==> config.mk <==
export PLATFORM = sky130hd
export DESIGN_NAME = task_deque_with_remove_by_id_unit
export DESIGN_NICKNAME = d
export VERILOG_FILES = /design/src/rtl/tdq_pkg.sv /design/src/rtl/task_deque_with_remove_by_id_unit.sv /design/src/rtl/tdq_ctrl.sv /design/src/rtl/tdq_datapath.sv
export SDC_FILE = /design/constraint.sdc
export NUM_CORES = 1
export LEC_CHECK = 0
export CAP_MARGIN = 20
export CORE_MARGIN = 3
export CORE_UTILIZATION = 56
export CTS_CLUSTER_SIZE = 14
export DETAILED_ROUTE_END_ITERATION = 10
export DONT_BUFFER_PORTS = 1
export PLACE_DENSITY = 0.82
export SLEW_MARGIN = 20
export SYNTH_ARGS = -nofsm -noshare
export SYNTH_HDL_FRONTEND = slang
export SYNTH_SLANG_ARGS = --single-unit
export TNS_END_PERCENT = 10
==> constraint.sdc <==
create_clock -name clk -period 5.5 [get_ports clk]
set_input_delay 0.275 -clock clk [delete_from_list [all_inputs] [get_ports clk]]
set_output_delay 0.275 -clock clk [all_outputs]
set_load 0.01 [all_outputs]
==> src/rtl/tdq_pkg.sv <==
`timescale 1ns / 1ps
// ============================================================================
// tdq_pkg
// Shared types and codes for the task deque: request kinds, status codes,
// controller states and the command/status bundles between the two halves.
// ============================================================================
package tdq_pkg;

    localparam int DEPTH_DEF    = 16;
    localparam int ID_WIDTH_DEF = 16;

    localparam int KIND_W   = 3;
    localparam int IDENT_W  = 16;
    localparam int STATUS_W = 2;
    localparam int OCC_W    = 5;

    localparam logic [KIND_W-1:0] KIND_PUSH_FRONT = 3'd0;
    localparam logic [KIND_W-1:0] KIND_PUSH_BACK  = 3'd1;
    localparam logic [KIND_W-1:0] KIND_POP_FRONT  = 3'd2;
    localparam logic [KIND_W-1:0] KIND_POP_BACK   = 3'd3;
    localparam logic [KIND_W-1:0] KIND_DELETE     = 3'd4;

    localparam logic [STATUS_W-1:0] ST_OK        = 2'd0;
    localparam logic [STATUS_W-1:0] ST_EMPTY     = 2'd1;
    localparam logic [STATUS_W-1:0] ST_NOT_FOUND = 2'd2;
    localparam logic [STATUS_W-1:0] ST_FULL      = 2'd3;

    typedef enum logic [2:0] {
        S_IDLE,
        S_EXEC,
        S_POP_WAIT,
        S_SCAN,
        S_SHIFT
    } ctrl_state_t;

    typedef enum logic [1:0] {
        OFS_ZERO,
        OFS_LAST,
        OFS_POS1,
        OFS_POS2
    } rd_ofs_t;

    typedef enum logic [1:0] {
        WR_FRONT,
        WR_BACK,
        WR_SHIFT
    } wr_sel_t;

    typedef enum logic [1:0] {
        PTR_HOLD,
        PTR_INC,
        PTR_DEC
    } ptr_op_t;

    typedef enum logic [1:0] {
        POS_HOLD,
        POS_CLEAR,
        POS_INC
    } pos_op_t;

    typedef struct packed {
        logic                load;
        logic                rd_en;
        rd_ofs_t             rd_ofs;
        logic                wr_en;
        wr_sel_t             wr_sel;
        ptr_op_t             front_op;
        ptr_op_t             count_op;
        pos_op_t             pos_op;
        logic                finish;
        logic                got_rd;
        logic [STATUS_W-1:0] status;
    } dp_cmd_t;

    typedef struct packed {
        logic [KIND_W-1:0] kind;
        logic              full;
        logic              empty;
        logic              match;
        logic              pos1_lt;
        logic              pos2_lt;
    } dp_stat_t;

endpackage

==> src/rtl/task_deque_with_remove_by_id_unit.sv <==
`timescale 1ns / 1ps
// ============================================================================
// task_deque_with_remove_by_id_unit
// Bounded double-ended queue of task identifiers with delete by identifier.
// ============================================================================
// Sequence: push, no-op and rejected requests finish in S_EXEC; pops read
// in S_EXEC and finish in S_POP_WAIT; a delete reads in S_EXEC, then
// scans and shifts as many entries as the count held, one per cycle
// through the single registered read port of the entry store.
// A new request is accepted in the cycle done shows; done is a one-cycle
// strobe. Reset empties the queue at once; entries need no clearing.
module task_deque_with_remove_by_id_unit
#(
    parameter int DEPTH    = tdq_pkg::DEPTH_DEF,
    parameter int ID_WIDTH = tdq_pkg::ID_WIDTH_DEF
)
(
    input  logic                          clk,
    input  logic                          rst_n,
    input  logic                          start,
    output logic                          busy,
    input  logic [tdq_pkg::KIND_W-1:0]    kind,
    input  logic [tdq_pkg::IDENT_W-1:0]   task_ident,
    output logic                          done,
    output logic [tdq_pkg::IDENT_W-1:0]   removed_ident,
    output logic [tdq_pkg::STATUS_W-1:0]  status,
    output logic [tdq_pkg::OCC_W-1:0]     occupancy
);

    tdq_pkg::dp_cmd_t  cmd;
    tdq_pkg::dp_stat_t stat;

    tdq_ctrl u_ctrl
    (
        .clk   (clk),
        .rst_n (rst_n),
        .start (start),
        .stat  (stat),
        .cmd   (cmd),
        .busy  (busy)
    );

    tdq_datapath
    #(
        .DEPTH    (DEPTH),
        .ID_WIDTH (ID_WIDTH)
    )
    u_datapath
    (
        .clk           (clk),
        .rst_n         (rst_n),
        .kind          (kind),
        .task_ident    (task_ident),
        .cmd           (cmd),
        .stat          (stat),
        .done          (done),
        .removed_ident (removed_ident),
        .status        (status),
        .occupancy     (occupancy)
    );

    a_accept_goes_busy: assert property (@(posedge clk) disable iff (!rst_n)
        start && !busy |=> busy)
        else $error("accepted request did not raise busy");

    a_done_not_busy: assert property (@(posedge clk) disable iff (!rst_n)
        done |-> !busy)
        else $error("result strobe while still busy");

    a_full_occupancy: assert property (@(posedge clk) disable iff (!rst_n)
        done && status == tdq_pkg::ST_FULL |-> occupancy == tdq_pkg::OCC_W'(DEPTH))
        else $error("full status with queue not full");

    a_empty_occupancy: assert property (@(posedge clk) disable iff (!rst_n)
        done && status == tdq_pkg::ST_EMPTY |-> occupancy == '0)
        else $error("empty status with entries held");

    a_fail_no_ident: assert property (@(posedge clk) disable iff (!rst_n)
        done && status != tdq_pkg::ST_OK |-> removed_ident == '0)
        else $error("identifier returned by failed request");

endmodule

==> src/rtl/tdq_ctrl.sv <==
`timescale 1ns / 1ps
// ============================================================================
// tdq_ctrl
// Sequencer for the task deque: decodes each request and steps the datapath
// through reads, the delete scan and the shift that closes the gap.
// ============================================================================
module tdq_ctrl
(
    input  logic               clk,
    input  logic               rst_n,
    input  logic               start,
    input  tdq_pkg::dp_stat_t  stat,
    output tdq_pkg::dp_cmd_t   cmd,
    output logic               busy
);

    tdq_pkg::ctrl_state_t state_reg;
    tdq_pkg::ctrl_state_t state_next;

    always_ff @(posedge clk or negedge rst_n)
    begin
        if (!rst_n)
        begin
            state_reg <= tdq_pkg::S_IDLE;
        end
        else
        begin
            state_reg <= state_next;
        end
    end

    always_comb
    begin
        state_next   = state_reg;
        cmd          = '0;
        cmd.rd_ofs   = tdq_pkg::OFS_ZERO;
        cmd.wr_sel   = tdq_pkg::WR_FRONT;
        cmd.front_op = tdq_pkg::PTR_HOLD;
        cmd.count_op = tdq_pkg::PTR_HOLD;
        cmd.pos_op   = tdq_pkg::POS_HOLD;
        cmd.status   = tdq_pkg::ST_OK;
        unique case (state_reg)
            tdq_pkg::S_IDLE:
            begin
                if (start)
                begin
                    cmd.load   = 1'b1;
                    state_next = tdq_pkg::S_EXEC;
                end
            end
            tdq_pkg::S_EXEC:
            begin
                state_next = tdq_pkg::S_IDLE;
                unique case (stat.kind)
                    tdq_pkg::KIND_PUSH_FRONT:
                    begin
                        cmd.finish = 1'b1;
                        if (stat.full)
                        begin
                            cmd.status = tdq_pkg::ST_FULL;
                        end
                        else
                        begin
                            cmd.wr_en    = 1'b1;
                            cmd.wr_sel   = tdq_pkg::WR_FRONT;
                            cmd.front_op = tdq_pkg::PTR_DEC;
                            cmd.count_op = tdq_pkg::PTR_INC;
                        end
                    end
                    tdq_pkg::KIND_PUSH_BACK:
                    begin
                        cmd.finish = 1'b1;
                        if (stat.full)
                        begin
                            cmd.status = tdq_pkg::ST_FULL;
                        end
                        else
                        begin
                            cmd.wr_en    = 1'b1;
                            cmd.wr_sel   = tdq_pkg::WR_BACK;
                            cmd.count_op = tdq_pkg::PTR_INC;
                        end
                    end
                    tdq_pkg::KIND_POP_FRONT, tdq_pkg::KIND_POP_BACK:
                    begin
                        if (stat.empty)
                        begin
                            cmd.finish = 1'b1;
                            cmd.status = tdq_pkg::ST_EMPTY;
                        end
                        else
                        begin
                            cmd.rd_en  = 1'b1;
                            cmd.rd_ofs = (stat.kind == tdq_pkg::KIND_POP_FRONT)
                                         ? tdq_pkg::OFS_ZERO : tdq_pkg::OFS_LAST;
                            state_next = tdq_pkg::S_POP_WAIT;
                        end
                    end
                    tdq_pkg::KIND_DELETE:
                    begin
                        if (stat.empty)
                        begin
                            cmd.finish = 1'b1;
                            cmd.status = tdq_pkg::ST_EMPTY;
                        end
                        else
                        begin
                            cmd.rd_en  = 1'b1;
                            cmd.rd_ofs = tdq_pkg::OFS_ZERO;
                            cmd.pos_op = tdq_pkg::POS_CLEAR;
                            state_next = tdq_pkg::S_SCAN;
                        end
                    end
                    default:
                    begin
                        cmd.finish = 1'b1;
                    end
                endcase
            end
            tdq_pkg::S_POP_WAIT:
            begin
                cmd.finish   = 1'b1;
                cmd.got_rd   = 1'b1;
                cmd.count_op = tdq_pkg::PTR_DEC;
                if (stat.kind == tdq_pkg::KIND_POP_FRONT)
                begin
                    cmd.front_op = tdq_pkg::PTR_INC;
                end
                state_next = tdq_pkg::S_IDLE;
            end
            tdq_pkg::S_SCAN:
            begin
                if (stat.match)
                begin
                    if (stat.pos1_lt)
                    begin
                        cmd.rd_en  = 1'b1;
                        cmd.rd_ofs = tdq_pkg::OFS_POS1;
                        state_next = tdq_pkg::S_SHIFT;
                    end
                    else
                    begin
                        cmd.finish   = 1'b1;
                        cmd.count_op = tdq_pkg::PTR_DEC;
                        state_next   = tdq_pkg::S_IDLE;
                    end
                end
                else if (stat.pos1_lt)
                begin
                    cmd.rd_en  = 1'b1;
                    cmd.rd_ofs = tdq_pkg::OFS_POS1;
                    cmd.pos_op = tdq_pkg::POS_INC;
                end
                else
                begin
                    cmd.finish = 1'b1;
                    cmd.status = tdq_pkg::ST_NOT_FOUND;
                    state_next = tdq_pkg::S_IDLE;
                end
            end
            tdq_pkg::S_SHIFT:
            begin
                // move the entry behind the gap one place toward the front
                cmd.wr_en  = 1'b1;
                cmd.wr_sel = tdq_pkg::WR_SHIFT;
                cmd.pos_op = tdq_pkg::POS_INC;
                if (stat.pos2_lt)
                begin
                    cmd.rd_en  = 1'b1;
                    cmd.rd_ofs = tdq_pkg::OFS_POS2;
                end
                else
                begin
                    cmd.finish   = 1'b1;
                    cmd.count_op = tdq_pkg::PTR_DEC;
                    state_next   = tdq_pkg::S_IDLE;
                end
            end
            default:
            begin
                state_next = tdq_pkg::S_IDLE;
            end
        endcase
    end

    assign busy = (state_reg != tdq_pkg::S_IDLE);

endmodule

==> src/rtl/tdq_datapath.sv <==
`timescale 1ns / 1ps
// ============================================================================
// tdq_datapath
// Circular entry store with front pointer, count and scan position, the
// address arithmetic around them, and the registered result.
// ============================================================================
module tdq_datapath
#(
    parameter int DEPTH    = tdq_pkg::DEPTH_DEF,
    parameter int ID_WIDTH = tdq_pkg::ID_WIDTH_DEF
)
(
    input  logic                          clk,
    input  logic                          rst_n,
    input  logic [tdq_pkg::KIND_W-1:0]    kind,
    input  logic [tdq_pkg::IDENT_W-1:0]   task_ident,
    input  tdq_pkg::dp_cmd_t              cmd,
    output tdq_pkg::dp_stat_t             stat,
    output logic                          done,
    output logic [tdq_pkg::IDENT_W-1:0]   removed_ident,
    output logic [tdq_pkg::STATUS_W-1:0]  status,
    output logic [tdq_pkg::OCC_W-1:0]     occupancy
);

    localparam int IW = $clog2(DEPTH);
    localparam int CW = $clog2(DEPTH + 1);
    localparam int SW = CW + 1;

    logic [ID_WIDTH-1:0] mem [DEPTH];

    logic [IW-1:0]                 front_reg;
    logic [IW-1:0]                 front_next;
    logic [CW-1:0]                 count_reg;
    logic [CW-1:0]                 count_next;
    logic [CW-1:0]                 pos_reg;
    logic [CW-1:0]                 pos_next;
    logic [tdq_pkg::KIND_W-1:0]    kind_reg;
    logic [ID_WIDTH-1:0]           ident_reg;
    logic [ID_WIDTH-1:0]           rd_data_reg;
    logic                          done_reg;
    logic [tdq_pkg::IDENT_W-1:0]   removed_reg;
    logic [tdq_pkg::STATUS_W-1:0]  status_reg;
    logic [tdq_pkg::OCC_W-1:0]     occ_reg;

    logic [IW-1:0]       front_dec;
    logic [IW-1:0]       front_inc;
    logic [SW-1:0]       pos1;
    logic [SW-1:0]       pos2;
    logic [SW-1:0]       rd_ofs;
    logic [IW-1:0]       rd_addr;
    logic [IW-1:0]       wr_addr;
    logic [ID_WIDTH-1:0] wr_data;

    function automatic logic [IW-1:0] slot_of(input logic [IW-1:0] base,
                                              input logic [SW-1:0] ofs);
        logic [SW-1:0] sum;
        sum = SW'(base) + ofs;
        if (sum >= SW'(DEPTH))
        begin
            sum = sum - SW'(DEPTH);
        end
        return sum[IW-1:0];
    endfunction

    assign front_dec = (front_reg == '0) ? IW'(DEPTH - 1) : front_reg - 1'b1;
    assign front_inc = (front_reg == IW'(DEPTH - 1)) ? '0 : front_reg + 1'b1;
    assign pos1      = SW'(pos_reg) + SW'(1);
    assign pos2      = SW'(pos_reg) + SW'(2);

    always_comb
    begin
        unique case (cmd.rd_ofs)
            tdq_pkg::OFS_ZERO: rd_ofs = '0;
            tdq_pkg::OFS_LAST: rd_ofs = SW'(count_reg) - SW'(1);
            tdq_pkg::OFS_POS1: rd_ofs = pos1;
            tdq_pkg::OFS_POS2: rd_ofs = pos2;
            default:           rd_ofs = '0;
        endcase
    end

    assign rd_addr = slot_of(front_reg, rd_ofs);

    always_comb
    begin
        unique case (cmd.wr_sel)
            tdq_pkg::WR_FRONT:
            begin
                wr_addr = front_dec;
                wr_data = ident_reg;
            end
            tdq_pkg::WR_BACK:
            begin
                wr_addr = slot_of(front_reg, SW'(count_reg));
                wr_data = ident_reg;
            end
            tdq_pkg::WR_SHIFT:
            begin
                wr_addr = slot_of(front_reg, SW'(pos_reg));
                wr_data = rd_data_reg;
            end
            default:
            begin
                wr_addr = front_dec;
                wr_data = ident_reg;
            end
        endcase
    end

    always_comb
    begin
        unique case (cmd.front_op)
            tdq_pkg::PTR_INC: front_next = front_inc;
            tdq_pkg::PTR_DEC: front_next = front_dec;
            default:          front_next = front_reg;
        endcase
        unique case (cmd.count_op)
            tdq_pkg::PTR_INC: count_next = count_reg + 1'b1;
            tdq_pkg::PTR_DEC: count_next = count_reg - 1'b1;
            default:          count_next = count_reg;
        endcase
        unique case (cmd.pos_op)
            tdq_pkg::POS_CLEAR: pos_next = '0;
            tdq_pkg::POS_INC:   pos_next = pos_reg + 1'b1;
            default:            pos_next = pos_reg;
        endcase
    end

    always_ff @(posedge clk)
    begin
        if (cmd.wr_en)
        begin
            mem[wr_addr] <= wr_data;
        end
        if (cmd.rd_en)
        begin
            rd_data_reg <= mem[rd_addr];
        end
    end

    always_ff @(posedge clk or negedge rst_n)
    begin
        if (!rst_n)
        begin
            front_reg <= '0;
            count_reg <= '0;
            pos_reg   <= '0;
            done_reg  <= 1'b0;
        end
        else
        begin
            front_reg <= front_next;
            count_reg <= count_next;
            pos_reg   <= pos_next;
            done_reg  <= cmd.finish;
        end
    end

    always_ff @(posedge clk)
    begin
        if (cmd.load)
        begin
            kind_reg  <= kind;
            ident_reg <= ID_WIDTH'(task_ident);
        end
        if (cmd.finish)
        begin
            removed_reg <= cmd.got_rd ? tdq_pkg::IDENT_W'(rd_data_reg) : '0;
            status_reg  <= cmd.status;
            occ_reg     <= tdq_pkg::OCC_W'(count_next);
        end
    end

    assign stat.kind    = kind_reg;
    assign stat.full    = (count_reg == CW'(DEPTH));
    assign stat.empty   = (count_reg == '0);
    assign stat.match   = (rd_data_reg == ident_reg);
    assign stat.pos1_lt = (pos1 < SW'(count_reg));
    assign stat.pos2_lt = (pos2 < SW'(count_reg));

    assign done          = done_reg;
    assign removed_ident = removed_reg;
    assign status        = status_reg;
    assign occupancy     = occ_reg;

endmodule
# == After elaboration in Yosys (flattened, before gate mapping) ==
# Memory sizes are Yosys's and may differ from the RTL's. A register that Yosys moved wholly into a read port is not among the register bits.
# Index checks and enable logic that the tools add are counted.
# word_totals
register_bits,60
ramBits,256
inputBits,22
out_inout_bits,25
wordCells,127
memories,1
# op_classes
n_addsub,14
magnitude_cmp,5
n_eq_ne,25
muxes,60
n_reduce_logical,12
# memory_table
name,words,width,rd,rd_clocked_by_memory_dff,wr,line_no,rtl
u_datapath.mem,16,16,1,1,1,tdq_datapath.sv:29,logic [ID_WIDTH-1:0] mem [DEPTH];
# ops
operator,count
3-bit 2-to-1 mux,10
3-bit case mux with 2 select lines,4
6-bit case mux with 4 select lines,1
2-bit 2-to-1 mux,11
4-bit 2-to-1 mux,5
5-bit case mux with 2 select lines,2
6-bit by 5-bit greater-or-equal comparator with 1-bit output (second input constant),3
16-bit == test,1
16-bit 2-to-1 mux,1
2-bit case mux with 2 select lines,4
4-bit case mux with 2 select lines,2
4-bit by 1-bit subtractor with 4-bit output (second input constant),4
1-bit 2-to-1 mux,14
4-bit by 5-bit adder with 6-bit output,2
2-bit == test (second input constant),6
3-bit by 2-bit == test with 1-bit output (second input constant),4
6-bit by 5-bit < comparator with 1-bit output,2
3-bit case mux with 4 select lines,1
5-bit by 1-bit adder with 5-bit output (second input constant),2
2-bit by 1-bit == test with 1-bit output (second input constant),5
3-bit case mux with 3 select lines,1
2-bit case mux with 4 select lines,1
7-bit 2-to-1 mux,1
4-bit by 6-bit adder with 6-bit output,1
other kinds (22),28

# == Depth between registers and ports, before layout ==
# Gate-level depths: netlist of run 1.
# depth
word_depth,10
mapped_depth,19
depth_no_buf,17

# == Modules after synthesis ==
# Synthesis of run 1 repeated with hierarchy kept, for this count alone.
# hier_totals
cells_unflattened,764
area_unflattened_um2,14099.8
# by_module_without_submodules
mod,instances,cells_per_inst,area_per_inst_um2,seq_area_each_um2
tdq_datapath,1,711,13731.9,9804.4
tdq_ctrl,1,53,367.9,75.1

# == Worst setup path before layout of run 1 ==
# No wires, ideal clock.
# synth_path
kind,reg2reg
start,reg u_datapath.count_reg[0]
end,"mem u_datapath.mem[14][0] (netlist bit), enable pin"
setup_time_ps,388
arrival_time_ps,3903
t_required_ps,5112
setup_slack_ps,1208
stages_incl_launch_ff,17
path_buffers,2
synth_period_minus_slack_ps,4292
path_cell_list,dfrtp_1 inv_1 ha_1 nor4bb_1 nor4_1 nand2_1 ha_1 clkbuf_1 clkbuf_1 o21ai_0 ha_1 a21o_1 a21oi_1 xnor2_1 o21ai_0 nand2_1 nor2_1
# synth_via
elab_chain_cells,6
word_cells_on_any_way,14
cone_classes,add/sub (2); order compare (1); eq/ne (3); mux (8)
# synth_rtl
item,line_no,rtl
start: declaration,tdq_datapath.sv:33,logic [CW-1:0] count_reg;
start signal: assignment,tdq_datapath.sv:152,count_reg <= count_next;
"parallel branches: the longest is 6 deep, another holds 4-bit by 5-bit adder with 6-bit output",--,
end: declaration,tdq_datapath.sv:29,
# Parallel ways; which one is timed is not known.

# == Worst setup path in the final report of run 1 ==
# layout_path
start,reg u_datapath.count_reg[0]
end,"mem u_datapath.mem[13][15] (netlist bit), enable pin"
# The elaborated chain is that of the path after synthesis.

==> impl_metrics.json, run 1 <==
{
  "worstSetupEndpoint": "u_datapath.mem[13][15]",
  "maxCapViolCount": 0,
  "regMostFlops": "u_datapath.mem",
  "path_cells": "inv_1 -> ha_1 -> nor4bb_1 -> nor4_1 -> nand2_1 -> ha_1 -> o21ai_0 -> ha_1 -> a21o_1 -> a21oi_1 -> xnor2_1 -> o21ai_0 -> nand2_1 -> nor2_1 -> buf_4",
  "worstHoldPathType": "in -> reg",
  "gp_congestion": 0.9083,
  "area_growth_pct": 13.07,
  "cts_inserted_buffers": 34,
  "end_kind": "flop",
  "firstDrtPassIters": 5,
  "synth_cells": 812,
  "mappedNetlistArea_mm2": 0.01413,
  "clockRootBuffer": "clkbuf_16",
  "seqCellArea_mm2": 0.009879,
  "synthArstFlopShare": 0.05422,
  "yosysUniqueCellTypes": 56,
  "reg2reg_slack_ns": 0.57,
  "ys_seq_area_frac": 0.6990,
  "cts_tree": "yes",
  "leakagePower_nw": 5.318,
  "io_pins": 47,
  "die_y_um": 164.9,
  "drive_above_1_share": 0.2063,
  "cp.depth": 15,
  "crit_top_cell": "ha_1",
  "met1_usage": 0.3381,
  "cp_top_family": "simple AND/OR/NAND/NOR gates",
  "cp_slowest_cell": "ha_1",
  "worstPathMaxFanout": 23,
  "max-slew-margin-rel": 0.3043,
  "synth_seq_cells": 332,
  "drc_errors": 0,
  "top_usage_layer": "met2",
  "grt-ovfl-total": 0,
  "post_cts_resized": 0,
  "diodes": 0,
  "largest_reg_flops": 256,
  "wl_mm": 32.79,
  "total_power_mw": 8.897,
  "cp-startpoint": "u_datapath.count_reg[0]",
  "gr-usage-met2": 0.3933,
  "drv_slew": 0,
  "postCtsSetupBuffers": 0,
  "reg2reg_to": "u_datapath.mem[13][15]",
  "grt_pass1_wl_mm": 49.58,
  "final_nets": 911,
  "cts_hold_buf": 20,
  "synth.area.top_cells": "edfxtp_1 (67%), mux4_2 (10%), dfrtp_1 (3.2%), ha_1 (2.5%), nand4_1 (2.2%)",
  "wl_per_cell_um": 27.19,
  "htreeDepth": 2,
  "min_period_over_period": 0.8968,
  "cts.sinks": 332,
  "syn_nets": 865,
  "synth.top_cell.area_share": 0.6671,
  "insertion_delay_ns": 0.52,
  "critPathBufInv": 2,
  "viasPerCell": 6.785,
  "rr_startpoint": "u_datapath.count_reg[0]",
  "synthFlopType": "edfxtp_1",
  "ant_nets": 0,
  "core-area_mm2": 0.02453,
  "use_met3": 0.05568,
  "finalHoldViolCount": 0,
  "ir_drop_uv": 385.5,
  "hold_start": "start",
  "multi_input_area_mm2": 0.004026,
  "setup_tns_ns": 0,
  "grt_max_degree": 42,
  "initial_core_util": 0.5761,
  "fmax_mhz": 202.8,
  "die_w_um": 164.9,
  "fin_crit_ns": 4.932,
  "n_fill_cell": 1481,
  "max-clock-path-buffers": 3,
  "grt_setup_unrepaired": "no",
  "grt_use_total": 0.2452,
  "grt_pass1_vias": 8157,
  "path_class": "reg -> reg",
  "status": "finished, final reports clean",
  "arrival_ns": 5.14,
  "io_buffer_count": 0,
  "finalSetupViolCount": 0,
  "synth_top_area_cell": "edfxtp_1",
  "r2r_cells": 15,
  "antenna_found_initial": 0,
  "postSynthAreaPerCell_um2": 17.41,
  "rows": 57,
  "clk_pin_slew_ns": 0.06,
  "cpPeakStageDelay_ns": 0.58,
  "p_per_area_mw_per_mm2": 556.7,
  "critPathRequiredTime_ns": 5.70,
  "cp-start-kind": "flop",
  "via_count": 8183,
  "drt_iter0_drc": 1301,
  "synth_warnings": 0,
  "dp_hpwl_mm": 20.02,
  "dieArea_mm2": 0.02718,
  "synth_edf_count": 314,
  "worst_pin_slew_ns": 1.042,
  "fin_skew_ns": 0.02422
}
[per-layer routing]
| layer | up-vias | share of wire | routed length, um |
|---|---|---|---|
| met5 | - | 0 | 0 |
| met4 | 0 | 0.027 | 891 |
| met3 | 83 | 0.12 | 3916 |
| met2 | 636 | 0.48 | 15820 |
| met1 | 4100 | 0.37 | 12170 |
| li1 | 3364 | - | - |
[stage by stage]
stage                     cell area (um^2)  worst slack, ns  hold slack (ns)    util  cells
after CTS                            15980           0.6820          0.04799  0.6512   1206
after detailed placement             14660           0.7994         -0.01974  0.5977   1126
final                                15980           0.5678          0.08581  0.6514   1206
after global routing                 15980           0.2884          0.07585  0.6514   1206
after floorplan                      14130            1.208         -0.02059       -    812
after global placement               14660           0.9208         -0.01975  0.5977   1126
[cells in the mapped netlist (5+ instances only)]
master    number
a21o_1        10
a21oi_1       13
and2_1        16
buf_1          5
buf_2          8
clkbuf_1      28
dfrtp_1       18
edfxtp_1     314
ha_1          28
inv_1         13
mux2_2        17
mux4_2        64
nand2_1       35
nand3_1        8
nand4_1       50
nor2_1        32
nor2b_1        5
nor3_1         6
nor4_1         5
o211ai_1      32
o21ai_0       19
xnor2_1       13
xor2_1        22
[placed cells by master (no fill, tap or decap), drive strengths merged, types with 15 or more instances in the layout]
cell type,instances
mux4,64
dlygate4sd3,20
mux2,17
nand4,51
edfxtp,314
nor2,32
and2,16
o211ai,32
clkbuf,43
nand2,35
ha,28
inv,15
buf,36
dfrtp,18
o21ai,19
xor2,22
[cells by family (layout without fill, tap and decap cells)]
kind of cell / after synthesis / count (layout) / synth area share
buffers and inverters: 59 / 129 / 0.01877
AO/OA/AOI/OAI: 95 / 95 / 0.04612
multiplexers: 82 / 82 / 0.1162
flip-flops: 332 / 332 / 0.6990
XOR/XNOR: 35 / 35 / 0.02169
adder cells (fa/ha/maj): 31 / 31 / 0.02904
AND/OR/NAND/NOR: 178 / 178 / 0.06914
[where the power goes]
part	switching (mW)	leakage [nW]	internal, mW
clock network	0.933	0.534	1.37
registers	0.311	3.09	3.27
logic	1.73	1.69	1.28
[worst min path at each step]
stage | end | slack [ns] | cells after the start
2_1_floorplan | u_ctrl.state_reg[0] | -0.02 | 0
5_1_grt | u_ctrl.state_reg[0] | 0.08 | 2
4_1_cts | u_ctrl.state_reg[0] | 0.05 | 2
3_5_place_dp | u_datapath.front_reg[3] | -0.02 | 0
3_3_place_gp | u_datapath.front_reg[3] | -0.02 | 0
6_report | u_ctrl.state_reg[0] | 0.09 | 2
[cell type report]
cell class                      instances  share of cell area
Tap cell                              324             0.02537
Inverter                               13            0.003054
Timing Repair Buffer                   56             0.03179
Multi-Input combinational cell        421              0.2520
Clock buffer                           43             0.05669
Clock inverter                         17             0.01292
Sequential cell                       332              0.6182
(Power assumes the default switching activity.)
==> run 2, diff against run 1 <==
CORE_UTILIZATION = 40   (was 56)
PLACE_DENSITY = 0.65   (was 0.82)
==> run 2 against run 1 <==
Net effect:
- die area up 38%
- hold slack worse by 0.060 ns
- sequential share of layout area shrank 0.91 points
- global-route usage down 7.2 points
==> impl_metrics.json, run 2 (synthesized netlist as in run 1, its figures left out) <==
{
  "status": "finished, final reports clean",
  "worstPathMaxFanout": 17,
  "drc_errors": 0,
  "maxCapViolCount": 0,
  "max-clock-path-buffers": 3,
  "end_kind": "flop",
  "clockRootBuffer": "clkbuf_16",
  "insertion_delay_ns": 0.53,
  "leakagePower_nw": 5.323,
  "finalSetupViolCount": 0,
  "dp_hpwl_mm": 19.85,
  "wl_per_cell_um": 24.54,
  "dieArea_mm2": 0.03763,
  "final_cells": 1334,
  "p_per_area_mw_per_mm2": 546.7,
  "drt_iter0_drc": 713,
  "total_power_mw": 8.867,
  "die_w_um": 194.0,
  "largest_reg_flops": 256,
  "postCtsSetupBuffers": 0,
  "finalHoldViolCount": 0,
  "worstHoldPathType": "in -> reg",
  "setup_tns_ns": 0,
  "place_ws_ns": 0.7490,
  "io_pins": 47,
  "viasPerCell": 5.771,
  "gp_congestion": 0.8109,
  "cts.sinks": 332,
  "clk_pin_slew_ns": 0.06,
  "wl_mm": 32.74,
  "htreeDepth": 2,
  "grt_setup_unrepaired": "no",
  "mostFrequentLayoutCell": "edfxtp_1",
  "final_area_mm2": 0.01622,
  "cts_tree": "yes",
  "grt_pass1_vias": 7922,
  "final_cell_mix": "edfxtp_1 (314), mux4_2 (64), nand4_1 (50)",
  "cp-start-kind": "flop",
  "grt_pass1_wl_mm": 49.78,
  "grt_use_total": 0.1735,
  "path_class": "reg -> reg",
  "antenna_found_initial": 0,
  "ant_nets": 0,
  "finalWorstSetupSlack_ns": 0.6778,
  "fin_crit_ns": 4.822,
  "final_nets": 909,
  "fmax_mhz": 207.4,
  "drv_slew": 0,
  "post_cts_resized": 0,
  "holdWs_ns": 0.02591,
  "critPathRequiredTime_ns": 5.89,
  "rows": 68,
  "ir_drop_uv": 352.4,
  "regMostFlops": "u_datapath.mem",
  "cts_hold_buf": 21,
  "final_core_util": 0.4672,
  "cts_inserted_buffers": 34,
  "drive_above_1_share": 0.2264,
  "fin_skew_ns": 0.02874,
  "min_period_over_period": 0.8768,
  "diodes": 0,
  "max-slew-margin-rel": 0.2539,
  "grt-ovfl-total": 0,
  "placed_area_mm2": 0.01485,
  "arrival_ns": 5.21,
  "via_count": 7698,
  "firstDrtPassIters": 5,
  "initial_core_util": 0.4072,
  "io_buffer_count": 0,
  "placed_cells": 1254,
  "worst_pin_slew_ns": 1.119,
  "area_growth_pct": 14.75,
  "core-area_mm2": 0.03471,
  "die_y_um": 194.0,
  "grt_max_degree": 38
}
[run 2: power by group]
part / internal (mW) / switching [mW]
clock network: 1.42 / 0.948
logic: 1.28 / 1.65
registers: 3.27 / 0.292
total: 5.97 / 2.89
[run 2: cell type report]
type	count	area, um^2
multi-input cells	421	4071
clock inverters	20	252.7
repair buffers	54	495.5
fillers	2889	18500
inverters	13	48.80
flip-flops and latches	332	9879
well taps	455	569.3
clock buffers	39	900.9
[run 2: per-layer routing]
metal	routed length [um]	track usage	vias to the layer above
met1	13360	0.2346	3949
li1	-	-	3365
met2	16190	0.2861	327
met5	0	0	-
met3	2441	0.03406	57
met4	752	0.05479	0
[run 2: path summary, 6_finish.rpt]
check	startpoint	end	slack, ns	cells past startpoint
max	u_datapath.pos_reg[1]	u_datapath.rd_data_reg[9]	0.68	16
min	start	u_datapath.kind_reg[0]	0.03	2
max reg2reg	u_datapath.pos_reg[1]	u_datapath.rd_data_reg[9]	0.68	16
min reg2reg	u_datapath.rd_data_reg[11]	u_datapath.removed_ident[11]	0.60	1
max in group asynchronous	rst_n	u_datapath.front_reg[3]	4.58	1
min in group asynchronous	rst_n	u_datapath.pos_reg[1]	0.34	1
[run 2: worst max-delay path, stage by stage (launching register included)]
cell      delay (ns)
dfrtp_1         0.47
ha_1            0.27
xor2_1          0.25
ha_1            0.28
a21o_1          0.18
a21oi_1         0.17
o21ai_0         0.18
or2_2           0.33
o221ai_1        0.31
ha_1            0.30
a21o_1          0.15
a21oi_1         0.18
xnor2_1         0.14
a31oi_2         0.78
buf_4           0.38
o211ai_1        0.16
nand4_1         0.14
==> run 3, diff against run 2 <==
MAX_ROUTING_LAYER = met4   (was unset)
==> run 3 against run 2 <==
Net effect:
- flip-flop and latch count unchanged
- non-clock buffer count unchanged
- total power about the same
- hold slack about the same
==> impl_metrics.json, run 3 (synthesized netlist as in run 1, its figures left out) <==
{
  "die_w_um": 194.0,
  "max-slew-margin-rel": 0.2800,
  "place_ws_ns": 0.7490,
  "drt_iter0_drc": 827,
  "final_core_util": 0.4672,
  "n_fill_cell": 2889,
  "critPathRequiredTime_ns": 5.89,
  "reg2reg_slack_ns": 0.66,
  "fin_crit_ns": 4.844,
  "initial_core_util": 0.4072,
  "rows": 68,
  "p_per_area_mw_per_mm2": 546.5,
  "grt-ovfl-total": 0,
  "cts_tree": "yes",
  "largest_reg_flops": 256,
  "total_power_mw": 8.863,
  "worst_pin_slew_ns": 1.080,
  "viasPerCell": 5.756,
  "io_buffer_count": 0,
  "grt_pass1_wl_mm": 49.82,
  "crit_top_cell": "ha_1",
  "top_usage_layer": "met2",
  "end_kind": "flop",
  "final_nets": 909,
  "use_met3": 0.03371,
  "htreeDepth": 2,
  "dp_hpwl_mm": 19.85,
  "wl_mm": 32.76,
  "final_area_mm2": 0.01622,
  "ant_nets": 0,
  "placed_cells": 1254,
  "regMostFlops": "u_datapath.mem",
  "gr-usage-met2": 0.2853,
  "critPathBufInv": 1,
  "fin_skew_ns": 0.02718,
  "drv_slew": 0,
  "grt_use_total": 0.1788,
  "firstDrtPassIters": 5,
  "drc_errors": 0,
  "cp_top_family": "compound AO/OA/AOI/OAI gates",
  "clk_pin_slew_ns": 0.06,
  "leakagePower_nw": 5.323,
  "dieArea_mm2": 0.03763,
  "cts.sinks": 332,
  "mostFrequentLayoutCell": "edfxtp_1",
  "cp_slowest_cell": "a31oi_2",
  "grt_setup_unrepaired": "no",
  "clockRootBuffer": "clkbuf_16",
  "grt_max_degree": 38,
  "gp_congestion": 0.8228,
  "cp-start-kind": "flop",
  "worstHoldPathType": "in -> reg",
  "maxCapViolCount": 0,
  "min_period_over_period": 0.8808,
  "area_growth_pct": 14.75,
  "setup_tns_ns": 0,
  "antenna_found_initial": 0,
  "finalSetupViolCount": 0,
  "path_class": "reg -> reg",
  "die_y_um": 194.0,
  "wl_per_cell_um": 24.56,
  "insertion_delay_ns": 0.53,
  "finalWorstSetupSlack_ns": 0.6555,
  "fmax_mhz": 206.4,
  "cpPeakStageDelay_ns": 0.79,
  "holdWs_ns": 0.02587,
  "ir_drop_uv": 351.9,
  "status": "finished, final reports clean",
  "grt_pass1_vias": 7911,
  "placed_area_mm2": 0.01485,
  "path_cells": "ha_1 -> xor2_1 -> ha_1 -> a21o_1 -> a21oi_1 -> o21ai_0 -> or2_2 -> o221ai_1 -> ha_1 -> a21o_1 -> a21oi_1 -> xnor2_1 -> a31oi_2 -> buf_4 -> o211ai_1 -> nand4_1",
  "arrival_ns": 5.23,
  "drive_above_1_share": 0.2264,
  "cts_inserted_buffers": 34,
  "seqCellArea_mm2": 0.009879,
  "io_pins": 47,
  "final_cell_mix": "edfxtp_1 (314), mux4_2 (64), nand4_1 (50)",
  "final_cells": 1334,
  "max-clock-path-buffers": 3,
  "via_count": 7679,
  "finalHoldViolCount": 0,
  "worstPathMaxFanout": 17,
  "diodes": 0,
  "multi_input_area_mm2": 0.004071,
  "core-area_mm2": 0.03471,
  "met1_usage": 0.2360
}
run 3: timing repair:
item | CTS | global route
gates resized for setup | 0 | 0
buffers inserted | 0 | 0
hold endpoints to repair | 38 | 0
hold buffers | 21 | 0
run 3: path summary, 6_finish.rpt:
kind                                       startpoint                           end  cells past startpoint
setup reg to reg                u_datapath.pos_reg[1]     u_datapath.rd_data_reg[9]                     16
setup / recovery                u_datapath.pos_reg[1]     u_datapath.rd_data_reg[9]                     16
max in group asynchronous                       rst_n       u_datapath.front_reg[3]                      1
min in group asynchronous                       rst_n         u_datapath.pos_reg[1]                      1
hold / removal                                  start        u_datapath.kind_reg[0]                      2
hold reg to reg            u_datapath.rd_data_reg[11]  u_datapath.removed_ident[11]                      1
run 3: final cells by class:
type / count / share of cell area
Timing Repair Buffer: 54 / 0.03055
Multi-Input combinational cell: 421 / 0.2510
Sequential cell: 332 / 0.6092
Clock buffer: 39 / 0.05555
Tap cell: 455 / 0.03510
Inverter: 13 / 0.003009
Clock inverter: 20 / 0.01558
run 3: layer usage:
metal | vias to the layer above | part of all wire
li1 | 3365 | -
met1 | 3924 | 0.41
met2 | 333 | 0.49
met3 | 57 | 0.075
met4 | 0 | 0.022
met5 | - | 0
run 3: power breakdown:
| group | switching, mW | internal, mW | total, mW |
|---|---|---|---|
| clock network | 0.949 | 1.42 | 2.37 |
| logic | 1.65 | 1.28 | 2.93 |
| registers | 0.291 | 3.27 | 3.56 |
| total | 2.89 | 5.97 | 8.86 |
